`src/sv/ole_pkg.sv`:
```
// ----------------------------------------------------------------------------
// Ordered list engine package
// Widths, operation and status codes, and the records passed along the chain.
// ----------------------------------------------------------------------------
package ole_pkg;

	localparam int OLE_CAPACITY = 64;
	localparam int DATA_W       = 16;
	localparam int OP_W         = 2;
	localparam int POS_W        = 7;
	localparam int ST_W         = 2;
	localparam int CNT_OUT_W    = 7;

	typedef enum logic [OP_W-1:0] {
		OP_SEARCH = 2'd0,
		OP_INSERT = 2'd1,
		OP_DELETE = 2'd2,
		OP_NOP    = 2'd3
	} op_t;

	typedef enum logic [ST_W-1:0] {
		ST_OK        = 2'd0,
		ST_NOT_FOUND = 2'd1,
		ST_FULL      = 2'd2,
		ST_BAD_POS   = 2'd3
	} status_t;

	// Operation broadcast to every cell for the whole pass.
	typedef struct packed {
		op_t               op;
		logic [DATA_W-1:0] value;
	} bcast_t;

	// Token walking the chain, one cell per cycle.
	typedef struct packed {
		logic              vld;
		logic              hit;
		logic [DATA_W-1:0] carry;
	} token_t;

	// Backward handoff used by delete to close the gap.
	typedef struct packed {
		logic              vld;
		logic [DATA_W-1:0] data;
	} pull_t;

endpackage

```
`src/sv/ole_cell.sv`:
```
// ----------------------------------------------------------------------------
// Ordered list cell
// Holds one entry and acts on the token in the cycle the token visits it.
// ----------------------------------------------------------------------------
module ole_cell #(
	parameter int CNT_W = 7,
	parameter int IDX   = 0
) (
	input  logic                clk,
	input  logic                arst_n,
	input  ole_pkg::bcast_t     bc,
	input  logic [CNT_W-1:0]    count,
	input  logic [CNT_W-1:0]    pos,
	input  ole_pkg::token_t     tok_i,
	output ole_pkg::token_t     tok_o,
	input  ole_pkg::pull_t      pull_i,
	output ole_pkg::pull_t      pull_o
);
	import ole_pkg::*;

	localparam logic [CNT_W-1:0] MY_IDX = CNT_W'(IDX);

	logic [DATA_W-1:0] entry_q;
	logic [DATA_W-1:0] entry_d;
	token_t            tok_q;
	token_t            tok_d;
	logic              in_range;
	logic              match;

	assign in_range = MY_IDX < count;
	assign match    = in_range && (entry_q == bc.value);

	always_comb begin
		entry_d    = entry_q;
		tok_d      = tok_i;
		pull_o.vld = 1'b0;
		pull_o.data = entry_q;
		if (pull_i.vld) begin
			entry_d = pull_i.data;
		end
		if (tok_i.vld) begin
			case (bc.op)
				OP_SEARCH: begin
					tok_d.hit = tok_i.hit | match;
				end
				OP_INSERT: begin
					if (MY_IDX == pos) begin
						entry_d     = bc.value;
						tok_d.carry = entry_q;
					end else if (MY_IDX > pos && MY_IDX <= count) begin
						entry_d     = tok_i.carry;
						tok_d.carry = entry_q;
					end
				end
				OP_DELETE: begin
					tok_d.hit  = tok_i.hit | match;
					// Once the first match is behind us, each entry moves up one place.
					pull_o.vld = tok_i.hit && in_range;
				end
				default: begin
				end
			endcase
		end
	end

	always_ff @(posedge clk or negedge arst_n) begin
		if (!arst_n) begin
			tok_q <= '0;
		end else begin
			tok_q <= tok_d;
		end
	end

	always_ff @(posedge clk) begin
		entry_q <= entry_d;
	end

	assign tok_o = tok_q;

endmodule

```
`src/sv/ordered_list_engine.sv`:
```
// ----------------------------------------------------------------------------
// Ordered list engine
// Ordered list of 16-bit values with search, positional insert and delete.
// ----------------------------------------------------------------------------
// A result passes start_q, the token's walk over the full row of cells, one
// cell per cycle, fin_q and the output register. No new item is taken until
// the result of the last one has moved into the output register.
// Reset: arst_n clears the count and all control state; the entries are not
// cleared, since only entries below the count are ever read.
module ordered_list_engine #(
	parameter int CAPACITY = ole_pkg::OLE_CAPACITY
) (
	input  logic                         clk,
	input  logic                         arst_n,
	input  logic                         in_valid,
	output logic                         in_stall,
	input  logic [ole_pkg::OP_W-1:0]     op,
	input  logic [ole_pkg::DATA_W-1:0]   item_value,
	input  logic [ole_pkg::POS_W-1:0]    position,
	output logic                         out_valid,
	input  logic                         out_stall,
	output logic [ole_pkg::ST_W-1:0]     status,
	output logic [ole_pkg::CNT_OUT_W-1:0] entry_count
);
	import ole_pkg::*;

	// The internal count must hold CAPACITY itself and also compare against
	// a 7-bit position, so it is at least seven bits wide.
	localparam int CW_RAW = $clog2(CAPACITY + 1);
	localparam int CW     = (CW_RAW > POS_W) ? CW_RAW : POS_W;
	localparam logic [CW-1:0] CAP_CNT = CW'(CAPACITY);

	// Control state. busy_q covers the whole life of an item, from its
	// acceptance until its result moves into the output register.
	logic              busy_q;
	logic              start_q;
	logic              fin_q;
	logic              out_vld_q;
	logic [CW-1:0]     count_q;

	// Item held for the pass. op_q carries the effective operation: a refused
	// insert becomes a no-operation so that the cells leave the list alone.
	op_t               op_q;
	logic [DATA_W-1:0] value_q;
	logic [CW-1:0]     pos_q;
	status_t           sts_q;

	// Finished result waiting for the output register, and that register.
	status_t           fin_status_q;
	logic [CW-1:0]     fin_count_q;
	status_t           status_q;
	logic [CNT_OUT_W-1:0] entry_count_q;

	logic              in_acc;
	logic              out_free;
	logic              out_load;
	op_t               op_in;
	logic [CW-1:0]     pos_in;
	op_t               eff_op;
	status_t           pre_status;
	status_t           done_status;
	logic [CW-1:0]     done_count;

	bcast_t            bc;
	token_t            tok   [CAPACITY+1];
	pull_t             pull  [CAPACITY+1];
	token_t            last_tok;

	assign in_stall = busy_q;
	assign in_acc   = in_valid && !busy_q;
	assign out_free = !out_vld_q || !out_stall;
	assign out_load = fin_q && out_free;

	assign op_in  = op_t'(op);
	assign pos_in = CW'(position);

	// Insert checks are settled at acceptance: a full list is reported before
	// a position beyond the count.
	always_comb begin
		eff_op     = op_in;
		pre_status = ST_OK;
		if (op_in == OP_INSERT) begin
			if (count_q >= CAP_CNT) begin
				eff_op     = OP_NOP;
				pre_status = ST_FULL;
			end else if (pos_in > count_q) begin
				eff_op     = OP_NOP;
				pre_status = ST_BAD_POS;
			end
		end
	end

	// The token enters cell 0 in the cycle after acceptance. The broadcast
	// operation and the old count stay fixed for the whole pass.
	assign bc.op     = op_q;
	assign bc.value  = value_q;
	assign tok[0].vld   = start_q;
	assign tok[0].hit   = 1'b0;
	assign tok[0].carry = value_q;
	assign pull[CAPACITY] = '0;

	for (genvar g = 0; g < CAPACITY; g++) begin : g_cell
		ole_cell #(
			.CNT_W (CW),
			.IDX   (g)
		) u_cell (
			.clk    (clk),
			.arst_n (arst_n),
			.bc     (bc),
			.count  (count_q),
			.pos    (pos_q),
			.tok_i  (tok[g]),
			.tok_o  (tok[g+1]),
			.pull_i (pull[g+1]),
			.pull_o (pull[g])
		);
	end

	assign last_tok = tok[CAPACITY];

	// Result of the pass, formed when the token leaves the last cell.
	always_comb begin
		done_status = sts_q;
		done_count  = count_q;
		case (op_q)
			OP_SEARCH: begin
				done_status = last_tok.hit ? ST_OK : ST_NOT_FOUND;
			end
			OP_INSERT: begin
				done_status = ST_OK;
				done_count  = count_q + CW'(1);
			end
			OP_DELETE: begin
				if (last_tok.hit) begin
					done_status = ST_OK;
					done_count  = count_q - CW'(1);
				end else begin
					done_status = ST_NOT_FOUND;
				end
			end
			default: begin
			end
		endcase
	end

	always_ff @(posedge clk or negedge arst_n) begin
		if (!arst_n) begin
			busy_q    <= 1'b0;
			start_q   <= 1'b0;
			fin_q     <= 1'b0;
			out_vld_q <= 1'b0;
			count_q   <= '0;
		end else begin
			start_q <= in_acc;
			if (in_acc) begin
				busy_q <= 1'b1;
			end
			if (last_tok.vld) begin
				fin_q   <= 1'b1;
				count_q <= done_count;
			end
			if (out_load) begin
				fin_q     <= 1'b0;
				busy_q    <= 1'b0;
				out_vld_q <= 1'b1;
			end else if (!out_stall) begin
				out_vld_q <= 1'b0;
			end
		end
	end

	always_ff @(posedge clk) begin
		if (in_acc) begin
			op_q    <= eff_op;
			value_q <= item_value;
			pos_q   <= pos_in;
			sts_q   <= pre_status;
		end
		if (last_tok.vld) begin
			fin_status_q <= done_status;
			fin_count_q  <= done_count;
		end
		if (out_load) begin
			status_q      <= fin_status_q;
			entry_count_q <= fin_count_q[CNT_OUT_W-1:0];
		end
	end

	assign out_valid   = out_vld_q;
	assign status      = status_q;
	assign entry_count = entry_count_q;

endmodule

```
`config.mk`:
```
export PLATFORM = sky130hd
export DESIGN_NAME = ordered_list_engine
export DESIGN_NICKNAME = d
export VERILOG_FILES = /design/src/sv/ole_pkg.sv /design/src/sv/ole_cell.sv /design/src/sv/ordered_list_engine.sv
export SDC_FILE = /design/constraint.sdc
export NUM_CORES = 2
export LEC_CHECK = 0
export BUFFER_PORTS_ARGS = -buffer_cell sky130_fd_sc_hd__buf_4
export CAP_MARGIN = 25
export CORE_MARGIN = 2
export CORE_UTILIZATION = 40
export CTS_BUF_LIST = sky130_fd_sc_hd__clkbuf_16
export CTS_CLUSTER_DIAMETER = 100
export DETAILED_ROUTE_END_ITERATION = 7
export GPL_TIMING_DRIVEN = 0
export HOLD_SLACK_MARGIN = 0.02
export SYNTH_ARGS = -nofsm -noshare
export SYNTH_HDL_FRONTEND = slang
export SYNTH_SLANG_ARGS = --single-unit
```
`constraint.sdc`:
```
create_clock -name clk -period 3 [get_ports clk]
set_clock_uncertainty 0.1 [all_clocks]
set_input_delay 0.15 -clock clk [delete_from_list [all_inputs] [get_ports clk]]
set_output_delay 0.15 -clock clk [all_outputs]
set_load 0.02 [all_outputs]
```
==> run summary <==
number of fill cells - 24000
Hold Crit Class - primary input to flip-flop
status - complete, but fails checks
area of the die - 0.274 mm^2
Die X - 524 um
main area contributors after synthesis - dfrtp_1, dfxtp_1, mux2i_1, mux2_2, xnor2_1
Max-slew headroom - 20.9%
worst vdd ir - 0.632 mV
row cnt - 190
post-synthesis mux area share - 24.6%
Max Buffers Root-to-Sink - 4
Post-synth top cells - mux2i_1, dfrtp_1, mux2_2
WP data required - 3780 ps
initial core utilization - 40.3%
Reg power frac - 49.4%
post-synthesis cell type count - 102
Synth top area share - 26.6%
final worst path period share - 108%
Avg Cell Area, Syn - 11.5 um^2
Lkg Pwr - 52.4 nW
Fmax - 0.309 GHz
vias in the first global route - 88900
syn nets - 9426
initial antenna violation count - 73
Clock transition at path regs - 60 ps
Final ANT Viol Nets - 0
xor and xnor fraction of the mapped netlist area - 8.31%
DR WL met2 - 239 mm
H-tree depth - 4
gr usage total - 41.7%
RSZ-0062 raised after global routing - true
Simple-Gate Fraction of Synth Area - 4.87%
Setup crit end kind - flip-flop
# DRC - 1
Clock Power Share - 49.6%
largest net degree at the start of global routing - 158
Setup WS post-layout - -233 ps
clk sink count - 2216
Post-Syn Area - 0.108 mm^2
core box area - 0.268 mm^2
drt initial violations - 12900
WHS - 113 ps
Synth Area in Adders - 0.185%
DP HPWL - 439 mm
post-route minimum period - 3230 ps
Avg WL per Cell - 42.2 um
via count - 91500
Mapped Cells - 9381
largest area contributor in the netlist - dfrtp_1
Power Density - 462 mW/mm^2
EDFF count, synth - 61
Yosys Warn Count - 0
first-pass GRT wire length - 781 mm
Main synth FF type - dfrtp_1
worst slew pin tran - 1190 ps
placed cell area - 0.117 mm^2
Arr. time, crit path - 4010 ps
total routed wirelength - 587 mm
largest family of logic cells by synthesized area - multiplexers
TritonCTS clock tree - done
Worst setup SP type - flip-flop
fin util - 48.8%
Final GP Congestion - 1.08
NetSw - 0.0142 W
most common cell in the synthesized netlist - mux2i_1
final setup violation count - 180
internal power - 0.0464 W
met3 WL - 69.0 mm
clk_lat worst skew - 1010 ps
setup TNS - -7300 ps
FFs w/ async S/R, synth - 51.8%
final non-filler cell total - 13900
WS Path Type - flip-flop to flip-flop
CTS buffer count - 248
via density per instance - 6.58
io pins - 40
grt ovf - 0
synthesis-to-layout area growth - 21.3%
DR pass1 iterations - 8
post-route cell area - 0.131 mm^2
highest routed layer - met5
IO Port Bufs - 39
Cells after DPL - 13200
Die H - 524 um
Routed met1 length - 221 mm
Gate power share - 1.0%
Clk Tree Root Cell - clkbuf_16
crit-path max FO - 10
share of layout cells above drive strength 1 - 27.1%
switch share - 23.4%
Compound-Gate Fraction of Synth Area - 11.5%
Slew Limit Fails - 0
sequential fraction of the synthesis area - 47.0%
violated checks - DRC, setup timing
Max Cap Viol - 0
Nets - 10100
Yosys reg bits - 2216
final hold violation count - 0
-- worst max-delay path: stages (launching register included) --
cell,delay [ps]
edfxtp_1,580
buf_2,300
buf_8,230
clkbuf_2,780
xor2_1,280
nor4_1,370
nand4_1,250
o21bai_1,230
-- cell families (layout without fill, tap and decap cells) --
group	Yosys count	after routing
xor+xnor	1025	1025
simple gates	972	972
flops	2216	2216
buf+inv	863	1789
compound gates	1758	1758
other cells	0	54
mux	2531	2531
fa+ha+maj	16	16
-- registers in the layout, indices dropped and copies added, names as in the netlist, 2 cells and up --
| register | cells |
|---|---|
| g_cell.u_cell.tok_o | 1136 |
| fin_count_q | 7 |
| op_q | 2 |
| fin_status_q | 2 |
| value_q | 16 |
| pos_q | 7 |
| sts_q | 2 |
| count_q | 7 |
| status | 2 |
| entry_count | 7 |
| g_cell.u_cell.entry_q | 1024 |
-- metrics by stage --
step	total power, W	setup slack [ps]
floorplan	0.0306	11.0
global placement	0.0310	-14350
detailed placement	0.0310	-2390
CTS	0.0604	-171
global route	0.0617	-13.5
finish	0.0606	-233
-- layout make-up --
| class | count | area [um^2] | share of cell area [%] |
|---|---|---|---|
| Clock inverter | 211 | 1430 | 1.09 |
| Buffer | 728 | 5080 | 3.88 |
| Timing Repair Buffer | 525 | 6840 | 5.22 |
| Clock buffer | 251 | 6280 | 4.80 |
| Sequential cell | 2216 | 50700 | 38.7 |
| Inverter | 74 | 305 | 0.233 |
| Antenna cell | 54 | 135 | 0.103 |
| Tap cell | 3552 | 4440 | 3.39 |
| Multi-Input combinational cell | 6302 | 55700 | 42.6 |
-- repair_timing --
action / CTS / global route
hold buffers: 57 / 0
gates cloned: 1 / 3
hold endpoints to repair: 679 / 0
pin swaps: 81 / 50
resized for setup: 826 / 232
setup buffers: 166 / 64
setup endpoints to repair: 2130 / 1083
-- cells in the final DEF, fill, tap and decap left out, types with 50 or more instances in the layout --
master and count:
a22oi_1 589, inv_1 141, dlygate4sd3_1 56, nand4_1 174
diode_2 54, nor3_1 79, o22ai_1 460, xor2_1 263
clkbuf_1 133, nand3_1 107, clkbuf_16 259, o21ai_0 229
edfxtp_1 61, buf_12 155, nand2_1 165, xnor2_1 762
nor2_1 65, o221ai_1 50, buf_2 141, buf_4 368
clkbuf_2 134, nor4_1 69, mux2i_1 1504, dfrtp_1 1143
clkbuf_4 78, buf_6 74, clkinv_1 62, nor2_4 50
a32oi_1 50, mux2_2 1017, dfxtp_1 1008
-- power groups by stage --
stage,combinational [W],sequential (W),clock (W)
floorplan,0.0000839,0.0305,0
global placement,0.000493,0.0305,0
detailed placement,0.000542,0.0305,0
CTS,0.000619,0.0299,0.0299
global route,0.000671,0.0299,0.0312
finish,0.000609,0.0299,0.0301
-- metal layers --
metal	vias up	global-route usage, %
met5	-	0
met4	32	35.1
met3	1772	13.3
met2	6569	58.5
met1	46900	52.0
li1	36200	-
-- worst paths after layout --
kind	startpoint	endpoint	slack [ps]	cells after the start
max	value_q[0]$_DFFE_PP_	g_cell[44].u_cell.tok_o[16]$_DFF_PN0_	-230	7
min	out_stall	fin_q$_DFFE_PN0P_	110	4
max reg2reg	value_q[0]$_DFFE_PP_	g_cell[44].u_cell.tok_o[16]$_DFF_PN0_	-230	7
min reg2reg	g_cell[0].u_cell.tok_o[17]$_DFF_PN0_	g_cell[1].u_cell.tok_o[17]$_DFF_PN0_	300	0
max in group asynchronous	arst_n	g_cell[21].u_cell.tok_o[9]$_DFF_PN0_	780	5
min in group asynchronous	arst_n	g_cell[50].u_cell.tok_o[2]$_DFF_PN0_	340	4
Power figures use the tool's default switching activity.
